### config.mk
export PLATFORM = sky130hd
export DESIGN_NAME = piecewise_linear_interpolator
export DESIGN_NICKNAME = d
export VERILOG_FILES = /design/src/design/pli_pkg.sv /design/src/design/pli_ram.sv /design/src/design/pli_div.sv /design/src/design/piecewise_linear_interpolator.sv
export VERILOG_INCLUDE_DIRS = /design/src /design/src/design
export SDC_FILE = /design/constraint.sdc
export NUM_CORES = 2
export LEC_CHECK = 0
export ABC_AREA = 1
export BUFFER_PORTS_ARGS = -buffer_cell sky130_fd_sc_hd__clkbuf_2
export CORE_ASPECT_RATIO = 0.8
export CORE_MARGIN = 2
export CORE_UTILIZATION = 40
export DETAILED_ROUTE_END_ITERATION = 10
export SLEW_MARGIN = 20
export SYNTH_ARGS = -nofsm -noshare
export SYNTH_HDL_FRONTEND = slang
export SYNTH_SLANG_ARGS = --single-unit
### constraint.sdc
create_clock -name clk_i -period 25.3 [get_ports clk_i]
set_input_delay 5.06 -clock clk_i [delete_from_list [all_inputs] [get_ports clk_i]]
set_output_delay 5.06 -clock clk_i [all_outputs]
set_load 0.005 [all_outputs]
### src/design/piecewise_linear_interpolator_macros.svh
// ----------------------------------------------------------------------------
// Assertion macros for the piecewise linear interpolator
// Concurrent checks clocked on the rising edge, off during reset.
// ----------------------------------------------------------------------------
`ifndef PIECEWISE_LINEAR_INTERPOLATOR_MACROS_SVH
`define PIECEWISE_LINEAR_INTERPOLATOR_MACROS_SVH

// prop must hold at every edge out of reset
`define PLI_ASSERT(lbl, clk, rst_n, prop, msg) \
  lbl: assert property (@(posedge clk) disable iff (!rst_n) prop) \
    else $error(msg);

// cond must never be true out of reset
`define PLI_ASSERT_NEVER(lbl, clk, rst_n, cond, msg) \
  lbl: assert property (@(posedge clk) disable iff (!rst_n) !(cond)) \
    else $error(msg);

`endif

### src/design/pli_pkg.sv
// ----------------------------------------------------------------------------
// pli_pkg
// Shared widths, request codes and defaults for the interpolator.
// ----------------------------------------------------------------------------
`timescale 1ns / 1ps

package pli_pkg;

  localparam int unsigned DATA_W         = 32;
  localparam int unsigned IDX_W          = 4;
  localparam int unsigned CNT_W          = 5;
  localparam int unsigned MAX_POINTS_DEF = 16;
  localparam int unsigned MIN_POINTS     = 2;
  localparam int unsigned DIV_STEPS      = DATA_W;

  localparam logic REQ_LOAD  = 1'b0;
  localparam logic REQ_QUERY = 1'b1;

endpackage

### src/design/pli_ram.sv
// ----------------------------------------------------------------------------
// pli_ram
// Generic single write, single read RAM with registered read data.
// ----------------------------------------------------------------------------
`timescale 1ns / 1ps

module pli_ram #(
  parameter int unsigned WIDTH = 64,
  parameter int unsigned DEPTH = 16
) (
  input  logic                     clk_i,
  input  logic                     we_i,
  input  logic [$clog2(DEPTH)-1:0] waddr_i,
  input  logic [WIDTH-1:0]         wdata_i,
  input  logic [$clog2(DEPTH)-1:0] raddr_i,
  output logic [WIDTH-1:0]         rdata_o
);

  logic [WIDTH-1:0] mem_q [DEPTH];
  logic [WIDTH-1:0] rdata_q;

  always_ff @(posedge clk_i) begin
    if (we_i) begin
      mem_q[waddr_i] <= wdata_i;
    end
    rdata_q <= mem_q[raddr_i];
  end

  assign rdata_o = rdata_q;

endmodule

### src/design/pli_div.sv
// ----------------------------------------------------------------------------
// pli_div
// Restoring radix-2 divider, one quotient bit per cycle. The upper half of
// the dividend must be below the divisor, so the quotient fits DATA_W bits.
// ----------------------------------------------------------------------------
`timescale 1ns / 1ps

module pli_div
  import pli_pkg::*;
(
  input  logic                  clk_i,
  input  logic                  rst_ni,
  input  logic                  start_i,
  input  logic [2*DATA_W-1:0]   dividend_i,
  input  logic [DATA_W-1:0]     divisor_i,
  output logic                  done_o,
  output logic [DATA_W-1:0]     quotient_o
);

  localparam int unsigned SW = $clog2(DIV_STEPS);

  logic              busy_q, busy_d;
  logic              done_q, done_d;
  logic [SW-1:0]     cnt_q, cnt_d;
  logic [DATA_W-1:0] rem_q, rem_d;
  logic [DATA_W-1:0] lo_q, lo_d;
  logic [DATA_W+1:0] diff;
  logic              ge;

  assign diff = {1'b0, rem_q, lo_q[DATA_W-1]} - {2'b00, divisor_i};
  assign ge   = ~diff[DATA_W+1];

  always_comb begin
    busy_d = busy_q;
    done_d = 1'b0;
    cnt_d  = cnt_q;
    rem_d  = rem_q;
    lo_d   = lo_q;
    if (start_i) begin
      busy_d = 1'b1;
      cnt_d  = '0;
      rem_d  = dividend_i[2*DATA_W-1:DATA_W];
      lo_d   = dividend_i[DATA_W-1:0];
    end else if (busy_q) begin
      rem_d = ge ? diff[DATA_W-1:0] : {rem_q[DATA_W-2:0], lo_q[DATA_W-1]};
      lo_d  = {lo_q[DATA_W-2:0], ge};
      cnt_d = cnt_q + SW'(1);
      if (cnt_q == SW'(DIV_STEPS - 1)) begin
        busy_d = 1'b0;
        done_d = 1'b1;
      end
    end
  end

  always_ff @(posedge clk_i or negedge rst_ni) begin
    if (!rst_ni) begin
      busy_q <= 1'b0;
      done_q <= 1'b0;
      cnt_q  <= '0;
    end else begin
      busy_q <= busy_d;
      done_q <= done_d;
      cnt_q  <= cnt_d;
    end
  end

  always_ff @(posedge clk_i) begin
    rem_q <= rem_d;
    lo_q  <= lo_d;
  end

  assign done_o     = done_q;
  assign quotient_o = lo_q;

endmodule

### src/design/piecewise_linear_interpolator.sv
// ----------------------------------------------------------------------------
// piecewise_linear_interpolator
// Flow: a load request writes its table entry; an interpolating query runs a RAM scan
//   over the points in use, then multiply and divide steps to the result register;
//   a query at a knot or outside the span stops after the scan, one with fewer than two points skips it.
// Throughput: one request at a time; the next is taken once the result is staged.
// Reset: async low clears control and point_count; the table holds garbage until loaded.
// ----------------------------------------------------------------------------
`timescale 1ns / 1ps
`include "piecewise_linear_interpolator_macros.svh"

module piecewise_linear_interpolator
  import pli_pkg::*;
#(
  parameter int unsigned MAX_POINTS = MAX_POINTS_DEF
) (
  input  logic                     clk_i,
  input  logic                     rst_ni,
  input  logic                     cfg_we_i,
  input  logic [CNT_W-1:0]         cfg_wdata_i,
  input  logic                     in_valid_i,
  output logic                     in_ready_o,
  input  logic                     req_type_i,
  input  logic [IDX_W-1:0]         entry_index_i,
  input  logic signed [DATA_W-1:0] entry_x_i,
  input  logic signed [DATA_W-1:0] entry_y_i,
  input  logic signed [DATA_W-1:0] query_x_i,
  output logic                     out_valid_o,
  input  logic                     out_ready_i,
  output logic signed [DATA_W-1:0] value_o,
  output logic                     in_range_o
);

  localparam int unsigned AW = $clog2(MAX_POINTS);
  localparam int unsigned CW = $clog2(MAX_POINTS + 1);

  localparam logic [2:0] ST_IDLE = 3'd0;
  localparam logic [2:0] ST_SCAN = 3'd1;
  localparam logic [2:0] ST_EVAL = 3'd2;
  localparam logic [2:0] ST_MUL  = 3'd3;
  localparam logic [2:0] ST_DLD  = 3'd4;
  localparam logic [2:0] ST_DIV  = 3'd5;
  localparam logic [2:0] ST_FIN  = 3'd6;

  logic [2:0]       state_q, state_d;
  logic [CNT_W-1:0] point_count_q;
  logic [CW-1:0]    n_w;
  logic [CW-1:0]    cnt_q, cnt_d;
  logic             have_l_q, have_l_d, have_r_q, have_r_d;
  logic             out_valid_q, out_valid_d;

  logic signed [DATA_W-1:0] qx_q, qx_d;
  logic signed [DATA_W-1:0] xl_q, xl_d, yl_q, yl_d;
  logic signed [DATA_W-1:0] xr_q, xr_d, yr_q, yr_d;
  logic [DATA_W-1:0]        mag_q, mag_d, dq_q, dq_d, dx_q, dx_d;
  logic                     neg_q, neg_d;
  logic [2*DATA_W-1:0]      prod_q, prod_d;
  logic signed [DATA_W-1:0] res_val_q, res_val_d;
  logic                     res_rng_q, res_rng_d;
  logic signed [DATA_W-1:0] value_q, value_d;
  logic                     in_range_q, in_range_d;

  logic                     accept;
  logic                     ram_we;
  logic [2*DATA_W-1:0]      ram_rdata;
  logic signed [DATA_W-1:0] rd_x, rd_y;
  logic                     upd_l, upd_r;
  logic signed [DATA_W:0]   dy;
  logic                     div_start, div_done;
  logic [DATA_W-1:0]        quo;
  logic signed [DATA_W+1:0] sum;

  assign in_ready_o = (state_q == ST_IDLE);
  assign accept     = in_valid_i & in_ready_o;
  assign ram_we     = accept & (req_type_i == REQ_LOAD) & (32'(entry_index_i) < MAX_POINTS);

  always_comb begin
    if (32'(point_count_q) > MAX_POINTS) begin
      n_w = CW'(MAX_POINTS);
    end else begin
      n_w = CW'(point_count_q);
    end
  end

  pli_ram #(
    .WIDTH (2 * DATA_W),
    .DEPTH (MAX_POINTS)
  ) u_table (
    .clk_i   (clk_i),
    .we_i    (ram_we),
    .waddr_i (AW'(entry_index_i)),
    .wdata_i ({entry_x_i, entry_y_i}),
    .raddr_i (cnt_q[AW-1:0]),
    .rdata_o (ram_rdata)
  );

  assign rd_x = ram_rdata[2*DATA_W-1:DATA_W];
  assign rd_y = ram_rdata[DATA_W-1:0];

  // strict compares keep the lowest index among equal abscissas
  assign upd_l = (rd_x <= qx_q) && (!have_l_q || (rd_x > xl_q));
  assign upd_r = (rd_x >= qx_q) && (!have_r_q || (rd_x < xr_q));

  assign dy        = {yr_q[DATA_W-1], yr_q} - {yl_q[DATA_W-1], yl_q};
  assign prod_d    = mag_q * dq_q;
  assign div_start = (state_q == ST_DLD);

  pli_div u_div (
    .clk_i      (clk_i),
    .rst_ni     (rst_ni),
    .start_i    (div_start),
    .dividend_i (prod_q),
    .divisor_i  (dx_q),
    .done_o     (div_done),
    .quotient_o (quo)
  );

  assign sum = neg_q ? ({{2{yl_q[DATA_W-1]}}, yl_q} - {2'b00, quo})
                     : ({{2{yl_q[DATA_W-1]}}, yl_q} + {2'b00, quo});

  always_comb begin
    state_d     = state_q;
    cnt_d       = cnt_q;
    have_l_d    = have_l_q;
    have_r_d    = have_r_q;
    out_valid_d = out_valid_q;
    qx_d        = qx_q;
    xl_d        = xl_q;
    yl_d        = yl_q;
    xr_d        = xr_q;
    yr_d        = yr_q;
    mag_d       = mag_q;
    dq_d        = dq_q;
    dx_d        = dx_q;
    neg_d       = neg_q;
    res_val_d   = res_val_q;
    res_rng_d   = res_rng_q;
    value_d     = value_q;
    in_range_d  = in_range_q;

    if (out_valid_q && out_ready_i) begin
      out_valid_d = 1'b0;
    end

    unique case (state_q)
      ST_IDLE: begin
        if (accept && (req_type_i == REQ_QUERY)) begin
          qx_d      = query_x_i;
          have_l_d  = 1'b0;
          have_r_d  = 1'b0;
          cnt_d     = '0;
          res_val_d = '0;
          res_rng_d = 1'b0;
          if (n_w < CW'(MIN_POINTS)) begin
            state_d = ST_FIN;
          end else begin
            state_d = ST_SCAN;
          end
        end
      end
      ST_SCAN: begin
        if (cnt_q != '0) begin
          if (upd_l) begin
            xl_d     = rd_x;
            yl_d     = rd_y;
            have_l_d = 1'b1;
          end
          if (upd_r) begin
            xr_d     = rd_x;
            yr_d     = rd_y;
            have_r_d = 1'b1;
          end
        end
        if (cnt_q == n_w) begin
          state_d = ST_EVAL;
        end else begin
          cnt_d = cnt_q + CW'(1);
        end
      end
      ST_EVAL: begin
        neg_d = dy[DATA_W];
        mag_d = dy[DATA_W] ? DATA_W'(-dy) : dy[DATA_W-1:0];
        dq_d  = DATA_W'(qx_q - xl_q);
        dx_d  = DATA_W'(xr_q - xl_q);
        if (!have_l_q || !have_r_q) begin
          res_val_d = '0;
          res_rng_d = 1'b0;
          state_d   = ST_FIN;
        end else if (xl_q == xr_q) begin
          res_val_d = yl_q;
          res_rng_d = 1'b1;
          state_d   = ST_FIN;
        end else begin
          state_d = ST_MUL;
        end
      end
      ST_MUL: begin
        state_d = ST_DLD;
      end
      ST_DLD: begin
        state_d = ST_DIV;
      end
      ST_DIV: begin
        if (div_done) begin
          res_rng_d = 1'b1;
          if (sum > (DATA_W+2)'(signed'({1'b0, {(DATA_W-1){1'b1}}}))) begin
            res_val_d = {1'b0, {(DATA_W-1){1'b1}}};
          end else if (sum < -(DATA_W+2)'(signed'({1'b0, 1'b1, {(DATA_W-1){1'b0}}}))) begin
            res_val_d = {1'b1, {(DATA_W-1){1'b0}}};
          end else begin
            res_val_d = sum[DATA_W-1:0];
          end
          state_d = ST_FIN;
        end
      end
      ST_FIN: begin
        if (!out_valid_q || out_ready_i) begin
          value_d     = res_val_q;
          in_range_d  = res_rng_q;
          out_valid_d = 1'b1;
          state_d     = ST_IDLE;
        end
      end
      default: begin
        state_d = ST_IDLE;
      end
    endcase
  end

  always_ff @(posedge clk_i or negedge rst_ni) begin
    if (!rst_ni) begin
      state_q       <= ST_IDLE;
      point_count_q <= '0;
      cnt_q         <= '0;
      have_l_q      <= 1'b0;
      have_r_q      <= 1'b0;
      out_valid_q   <= 1'b0;
    end else begin
      state_q       <= state_d;
      cnt_q         <= cnt_d;
      have_l_q      <= have_l_d;
      have_r_q      <= have_r_d;
      out_valid_q   <= out_valid_d;
      if (cfg_we_i) begin
        point_count_q <= cfg_wdata_i;
      end
    end
  end

  always_ff @(posedge clk_i) begin
    qx_q       <= qx_d;
    xl_q       <= xl_d;
    yl_q       <= yl_d;
    xr_q       <= xr_d;
    yr_q       <= yr_d;
    mag_q      <= mag_d;
    dq_q       <= dq_d;
    dx_q       <= dx_d;
    neg_q      <= neg_d;
    prod_q     <= prod_d;
    res_val_q  <= res_val_d;
    res_rng_q  <= res_rng_d;
    value_q    <= value_d;
    in_range_q <= in_range_d;
  end

  assign out_valid_o = out_valid_q;
  assign value_o     = value_q;
  assign in_range_o  = in_range_q;

  `PLI_ASSERT(a_div_bound, clk_i, rst_ni, div_start |-> (prod_q[2*DATA_W-1:DATA_W] < dx_q), "quotient overflow")
  `PLI_ASSERT_NEVER(a_done_state, clk_i, rst_ni, div_done && (state_q != ST_DIV), "stray divide done")
  `PLI_ASSERT(a_span, clk_i, rst_ni, (state_q == ST_EVAL) && have_l_q && have_r_q |-> (xl_q <= qx_q) && (qx_q <= xr_q), "bracket wrong")
  `PLI_ASSERT(a_scan_cnt, clk_i, rst_ni, (state_q == ST_SCAN) |-> (cnt_q <= n_w), "scan overrun")
  `PLI_ASSERT(a_zero_out, clk_i, rst_ni, out_valid_q && !in_range_q |-> (value_q == '0), "nonzero out of range")

endmodule
Yosys cells after proc, flatten, opt, wreduce, memory -nomap -nowiden:

Memory sizes are Yosys's and may differ from the RTL's. A register that Yosys moved wholly into a read port is not among the register bits.
Index checks and enable logic that the tools add are counted.

* add/subtract/negate cells: 9
* multiply operators: 1
* divide/modulo/power cells: 0
* $lt $le $gt $ge: 8
* equal/unequal tests: 18
* shift operators: 0
* multiplexer cells: 50
* bitwise logic cells: 4
* reductions and logical operators: 25

Operators by type and width (number)
* 32-bit two-way mux: 12
* 32-bit one-hot mux with 3 select lines: 1
* 32-bit by 32-bit multiplier with 64-bit output: 1
* 32-bit subtractor: 2
* 32-bit by 33-bit adder with 34-bit output: 1
* 34-bit by 32-bit > comparator with 1-bit output (second input constant): 1
* 34-bit by 32-bit less-than comparator with 1-bit output (second input constant): 1
* 34-bit two-way mux: 1
* 32-bit by 33-bit subtractor with 34-bit output: 1
* 33-bit by 32-bit subtractor with 34-bit output: 1
* 32-bit by 32-bit subtractor with 33-bit output: 1
* 32-bit equality test: 1
* 32-bit greater-or-equal comparator: 1
* 32-bit > comparator: 1
* 32-bit <= comparator: 1
* 32-bit less-than comparator: 1
* 32-bit negation: 1
* 5-bit two-way mux: 5
* 3-bit two-way mux: 7
* 3-bit one-hot mux with 7 select lines: 1
* 1-bit two-way mux: 19
* 4-bit AND reduction: 4
* 2-bit != test (second input constant): 6
* 5-bit by 1-bit adder with 5-bit output (second input constant): 2
* other kinds (23): 42

* register bits after elaboration: 474
* bits in latches: 0
* memory bits (writable): 1024
* memory bits (read-only): 0
* bits of input ports: 111
* output and inout bits: 35
* memories: 1

Memories
* u_table.mem_q: words 16, width 64, read ports 1, clocked after Yosys merged registers in 1, write ports 1, RTL line pli_ram.sv:19 `logic [WIDTH-1:0] mem_q [DEPTH];`

Logic depth before layout (Yosys ltp):

* depth after elaboration: 7
* depth in mapped cells: 32
* gate-level depth less buffers: 31

Modules after synthesis:

Synthesis repeated with hierarchy kept, for this count alone.

* cell total of the unflattened synthesis: 12454
* area, all modules: 110448.4 µm²

By module, submodules not included
* piecewise_linear_interpolator: times used 1, cells an instance 7302, area an instance 59094.2 µm²
* pli_ram: times used 1, cells an instance 4212, area an instance 45189.6 µm²
* pli_div: times used 1, cells an instance 940, area an instance 6164.7 µm²

Worst setup path after synthesis:

OpenSTA, ideal clock, no wires.

* path type: flip-flop to flip-flop
* start point: register state_q[0]
* end point: register res_rng_q (enable)
* arrival time: 10742 ps
* data required time: 24816 ps
* path slack: 14074 ps
* stages on the path, launching flop included: 4
* buffers on the path: 0
* path through: dfrtp_1 > nor3_1 > inv_1 > a311oi_1

* cells in the longest elaborated chain, start to end: 5
* elaborated cells on any way between the ends: 10
* classes of those cells: eq/ne (5); bitwise (1); reduce/logical (4)

RTL lines
* start: declaration: RTL line piecewise_linear_interpolator.sv:45 `logic [2:0] state_q, state_d;`
* start signal: assignment: RTL line piecewise_linear_interpolator.sv:239 `state_q <= state_d;`
* 3-bit zero test: RTL line piecewise_linear_interpolator.sv:73, piecewise_linear_interpolator.sv:145
* 1-bit bitwise AND: RTL line piecewise_linear_interpolator.sv:74 `assign accept = in_valid_i & in_ready_o;`
* 1-bit logical AND: RTL line piecewise_linear_interpolator.sv:147 `if (accept && (req_type_i == REQ_QUERY)) begin`
* 2-bit by 1-bit != test with 1-bit output (no line)
* 4-bit AND reduction (no line) (*)
* end signal: assignment: RTL line piecewise_linear_interpolator.sv:262 `res_rng_q <= res_rng_d;`
* end: declaration: RTL line piecewise_linear_interpolator.sv:59 `logic res_rng_q, res_rng_d;`

Every way passes the cells marked *; elsewhere a longest branch is shown, timed or not.
A chain may end at the register's enable or synchronous reset.

Final worst setup path:

* start point: register dq_q[8]
* end point: register prod_q[45]

* cells in the longest elaborated chain, start to end: 1

RTL lines
* start: declaration: RTL line piecewise_linear_interpolator.sv:55 `logic [DATA_W-1:0] mag_q, mag_d, dq_q, dq_d, dx_q, dx_d;`
* start signal: assignment: RTL line piecewise_linear_interpolator.sv:257 `dq_q <= dq_d;`
* 32-bit by 32-bit multiplier with 64-bit output: RTL line piecewise_linear_interpolator.sv:105 `assign prod_d = mag_q * dq_q;`
* net prod_d[45]: RTL line piecewise_linear_interpolator.sv:57 `logic [2*DATA_W-1:0] prod_q, prod_d;`
* end signal: assignment: RTL line piecewise_linear_interpolator.sv:260 `prod_q <= prod_d;`
* end: declaration: RTL line piecewise_linear_interpolator.sv:57

The timed path passes the listed nets, and every way through them passes these cells.

==> flow_summary.ini <==
[timing]
setup-tns-final_ps = 0
finClkSkew_ps = 94.37
slew_viol_final = 0
rsz0062_at_grt = no
setup_viol = 0
fmax_ghz = 0.1252
slew_headroom_pct = 19.98
period_share_pct = 31.58
finalHoldViolations = 0
finalCriticalPeriod_ps = 7990
worstMarginPinSlew_ps = 1192

[detailed_routing]
wl_per_cell_um = 20.46
drt-total-wl_um = 295000
drc = 0
viasPerCell = 5.219
firstDrtPassIters = 6
ant_nets = 0
vias = 75260
drt_iter0_drc = 6939

[setup_path]
critPathLaunchType = flop
crit_type = flop to flop
crit_arrival_ps = 8610
critPathMaxFanout = 32
required_ps = 25920
critPathCaptureType = flop

[floorplanning]
die_y_um = 461.2
io_pins = 146
die_w_um = 575.5
fp-row-count = 167
die_area_um2 = 265400
core_um2 = 259300
start_util_pct = 40.30

[grt]
track_usage_pct = 22.20
grt_overflow = 0
grt_pass1_vias = 75030
grt_first_pass_wirelength_um = 454600
antenna_found_initial = 28
grt_max_degree = 217

[finish]
multi_input_area_um2 = 49510
finalNetCount = 12360
synthToLayoutAreaGrowth_pct = 9.375
seq_area_um2 = 45520
drive_above_1_share_pct = 5.215
fillers = 24490

[synthesis]
synth_top_family_by_area = adder cells
yosys.area_share.simple_pct = 13.57
synth_compound_area_share_pct = 8.180
synth_fa_ha_area_share_pct = 23.52
synth-seq-cells = 1562
synth_cell_type_count = 62
syn_avg_cell_area_um2 = 9.639
seq_area_frac_synth_pct = 43.54
synthMuxAreaShare_pct = 0.02155
syn_inst = 10840
synth-xor-area-share_pct = 1.892
yosys_warnings = 0
syn-num-nets = 12380
syn-cell-area_um2 = 104500
synth_top_flop_cell = edfxtp_1
synth_edf_count = 1411
postSynth.asyncResetShare_pct = 1.472

[cts]
cts_buffers = 161
cts_tree = done
post_cts_buffers = 0
cts-root-buf = clkbuf_16
cts.path.max_buffers = 4
cts_hold_buf = 0
clk_pin_slew_ps = 80
worstSkewPairLatency_ps = 830
clock_sinks = 1562
cts_max_level = 4
ctsResizeCount = 0

[place]
portBuffers = 145
place_congestion = 0.9304
hpwl_um = 210300

[run]
drv_cap = 0

[worst_hold_path]
hold_path_class = flop to flop

[status]
outcome = complete, no violations
synth_stat cells, drive strengths merged, types with 30 or more instances:
cell       n  area, um^2
a21oi    306        1531
buf       30       162.7
clkbuf   405        1520
dfxtp    128        2562
edfxtp  1411       42370
fa       901       18040
ha       523        6544
inv     2131        7999
nand2   2169        8157
nand3    315        1589
nand4     64       400.4
nor2     918        3466
nor3      59       305.3
o211ai    36       270.3
o21ai    759        3810
o221ai   108       945.9
o22ai    157       982.2
xnor2     84       743.2
xor2     140        1234
worst max-delay path, cell delays in order, from the launching register on:
cell,delay (ps)
edfxtp_1,340
buf_4,410
nand2_1,110
inv_1,110
fa_1,420
fa_1,550
inv_1,60
fa_1,510
fa_1,520
inv_1,50
fa_1,570
fa_1,430
fa_1,530
inv_1,60
fa_1,480
inv_1,50
ha_1,380
nand2_1,110
nor2_1,140
inv_1,80
nor2_1,130
inv_1,50
nor2_1,550
nand4_1,170
o21ai_0,810
xor2_1,170
sequential cells by signal (all words and copies together), names as in the netlist, 3 cells and up:
name              flops
xr_q                 32
qx_q                 32
xl_q                 32
yr_q                 32
u_table.rdata_o      64
u_div.cnt_q           5
u_div.rem_q          32
u_table.mem_q      1024
mag_q                32
cnt_q                 5
res_val_q            32
dx_q                 32
point_count_q         5
value_o              32
yl_q                 32
state_q               3
u_div.quotient_o     32
dq_q                 32
prod_q               64
path summary, 6_finish.rpt:
path / startpoint / end / slack (ps) / depth (start not counted)
max: dq_q[8]$_DFFE_PP_ / prod_q[45]$_DFF_P_ / 17310 / 25
min: res_val_q[4]$_DFFE_PP_ / value_o[4]$_DFFE_PP_ / 410 / 0
max reg2reg: dq_q[8]$_DFFE_PP_ / prod_q[45]$_DFF_P_ / 17310 / 25
min reg2reg: res_val_q[4]$_DFFE_PP_ / value_o[4]$_DFFE_PP_ / 410 / 0
max in group asynchronous: rst_ni / cnt_q[2]$_DFFE_PN0P_ / 20300 / 1
min in group asynchronous: rst_ni / point_count_q[2]$_DFFE_PN0P_ / 4360 / 1
logic make-up after synthesis:
| family | after synthesis |
|---|---|
| compound gates | 1498 |
| xor+xnor | 224 |
| fa+ha+maj | 1424 |
| buf+inv | 2567 |
| flops | 1562 |
| mux | 2 |
| simple gates | 3565 |
cell type report:
cell class,count,share of cell area (%)
sequential,1562,39.82
antenna,7,0.01532
clock buffer,214,3.903
inverter,2132,7.016
tap,3464,3.792
clock inverter,71,0.6589
multi-input combinational,6713,43.31
timing repair buffer,257,1.479
routing by layer:
metal | global-route usage [%] | part of all wire [%] | vias to the layer above
met1 | 33.13 | 47 | 37660
met5 | 0 | 0.022 | -
met2 | 34.14 | 44 | 2557
met3 | 2.986 | 7.0 | 359
met4 | 5.206 | 2.3 | 10
li1 | - | - | 34680
cell usage in the layout, fill, tap and decap left out, drive strengths merged, types with 13 or more instances in the layout:
| master | Yosys | routed |
|---|---|---|
| clkbuf | 405 | 359 |
| nand3 | 315 | 315 |
| nor2 | 918 | 918 |
| bufinv | 0 | 13 |
| o21ai | 759 | 759 |
| xnor2 | 84 | 84 |
| a21oi | 306 | 306 |
| ha | 523 | 523 |
| o21a | 23 | 23 |
| dfrtp | 23 | 23 |
| nor3 | 59 | 59 |
| nand2 | 2169 | 2169 |
| o211ai | 36 | 36 |
| inv | 2131 | 2137 |
| o221ai | 108 | 108 |
| o22ai | 157 | 157 |
| a21o | 23 | 23 |
| fa | 901 | 901 |
| xor2 | 140 | 140 |
| clkinv | 1 | 49 |
| a21boi | 14 | 14 |
| buf | 30 | 112 |
| dfxtp | 128 | 128 |
| a31oi | 21 | 21 |
| o21bai | 19 | 19 |
| nand4 | 64 | 64 |
| edfxtp | 1411 | 1411 |
through the flow:
stage	setup slack (ps)	instance area (um^2)	hold WS [ps]	utilization, %	cells
global placement	17330	108900	410.1	42.01	14120
floorplan	14070	104500	400.3	-	10840
finish	17310	114300	413.8	44.08	14420
CTS	17470	114300	410.8	44.06	14410
global route	16940	114300	416.4	44.08	14420
detailed placement	17230	109000	406.3	42.05	14130
Power is left out: the tool's default activity adds up to more than one toggle a clock period on the data nets, which glitch-free logic cannot reach.
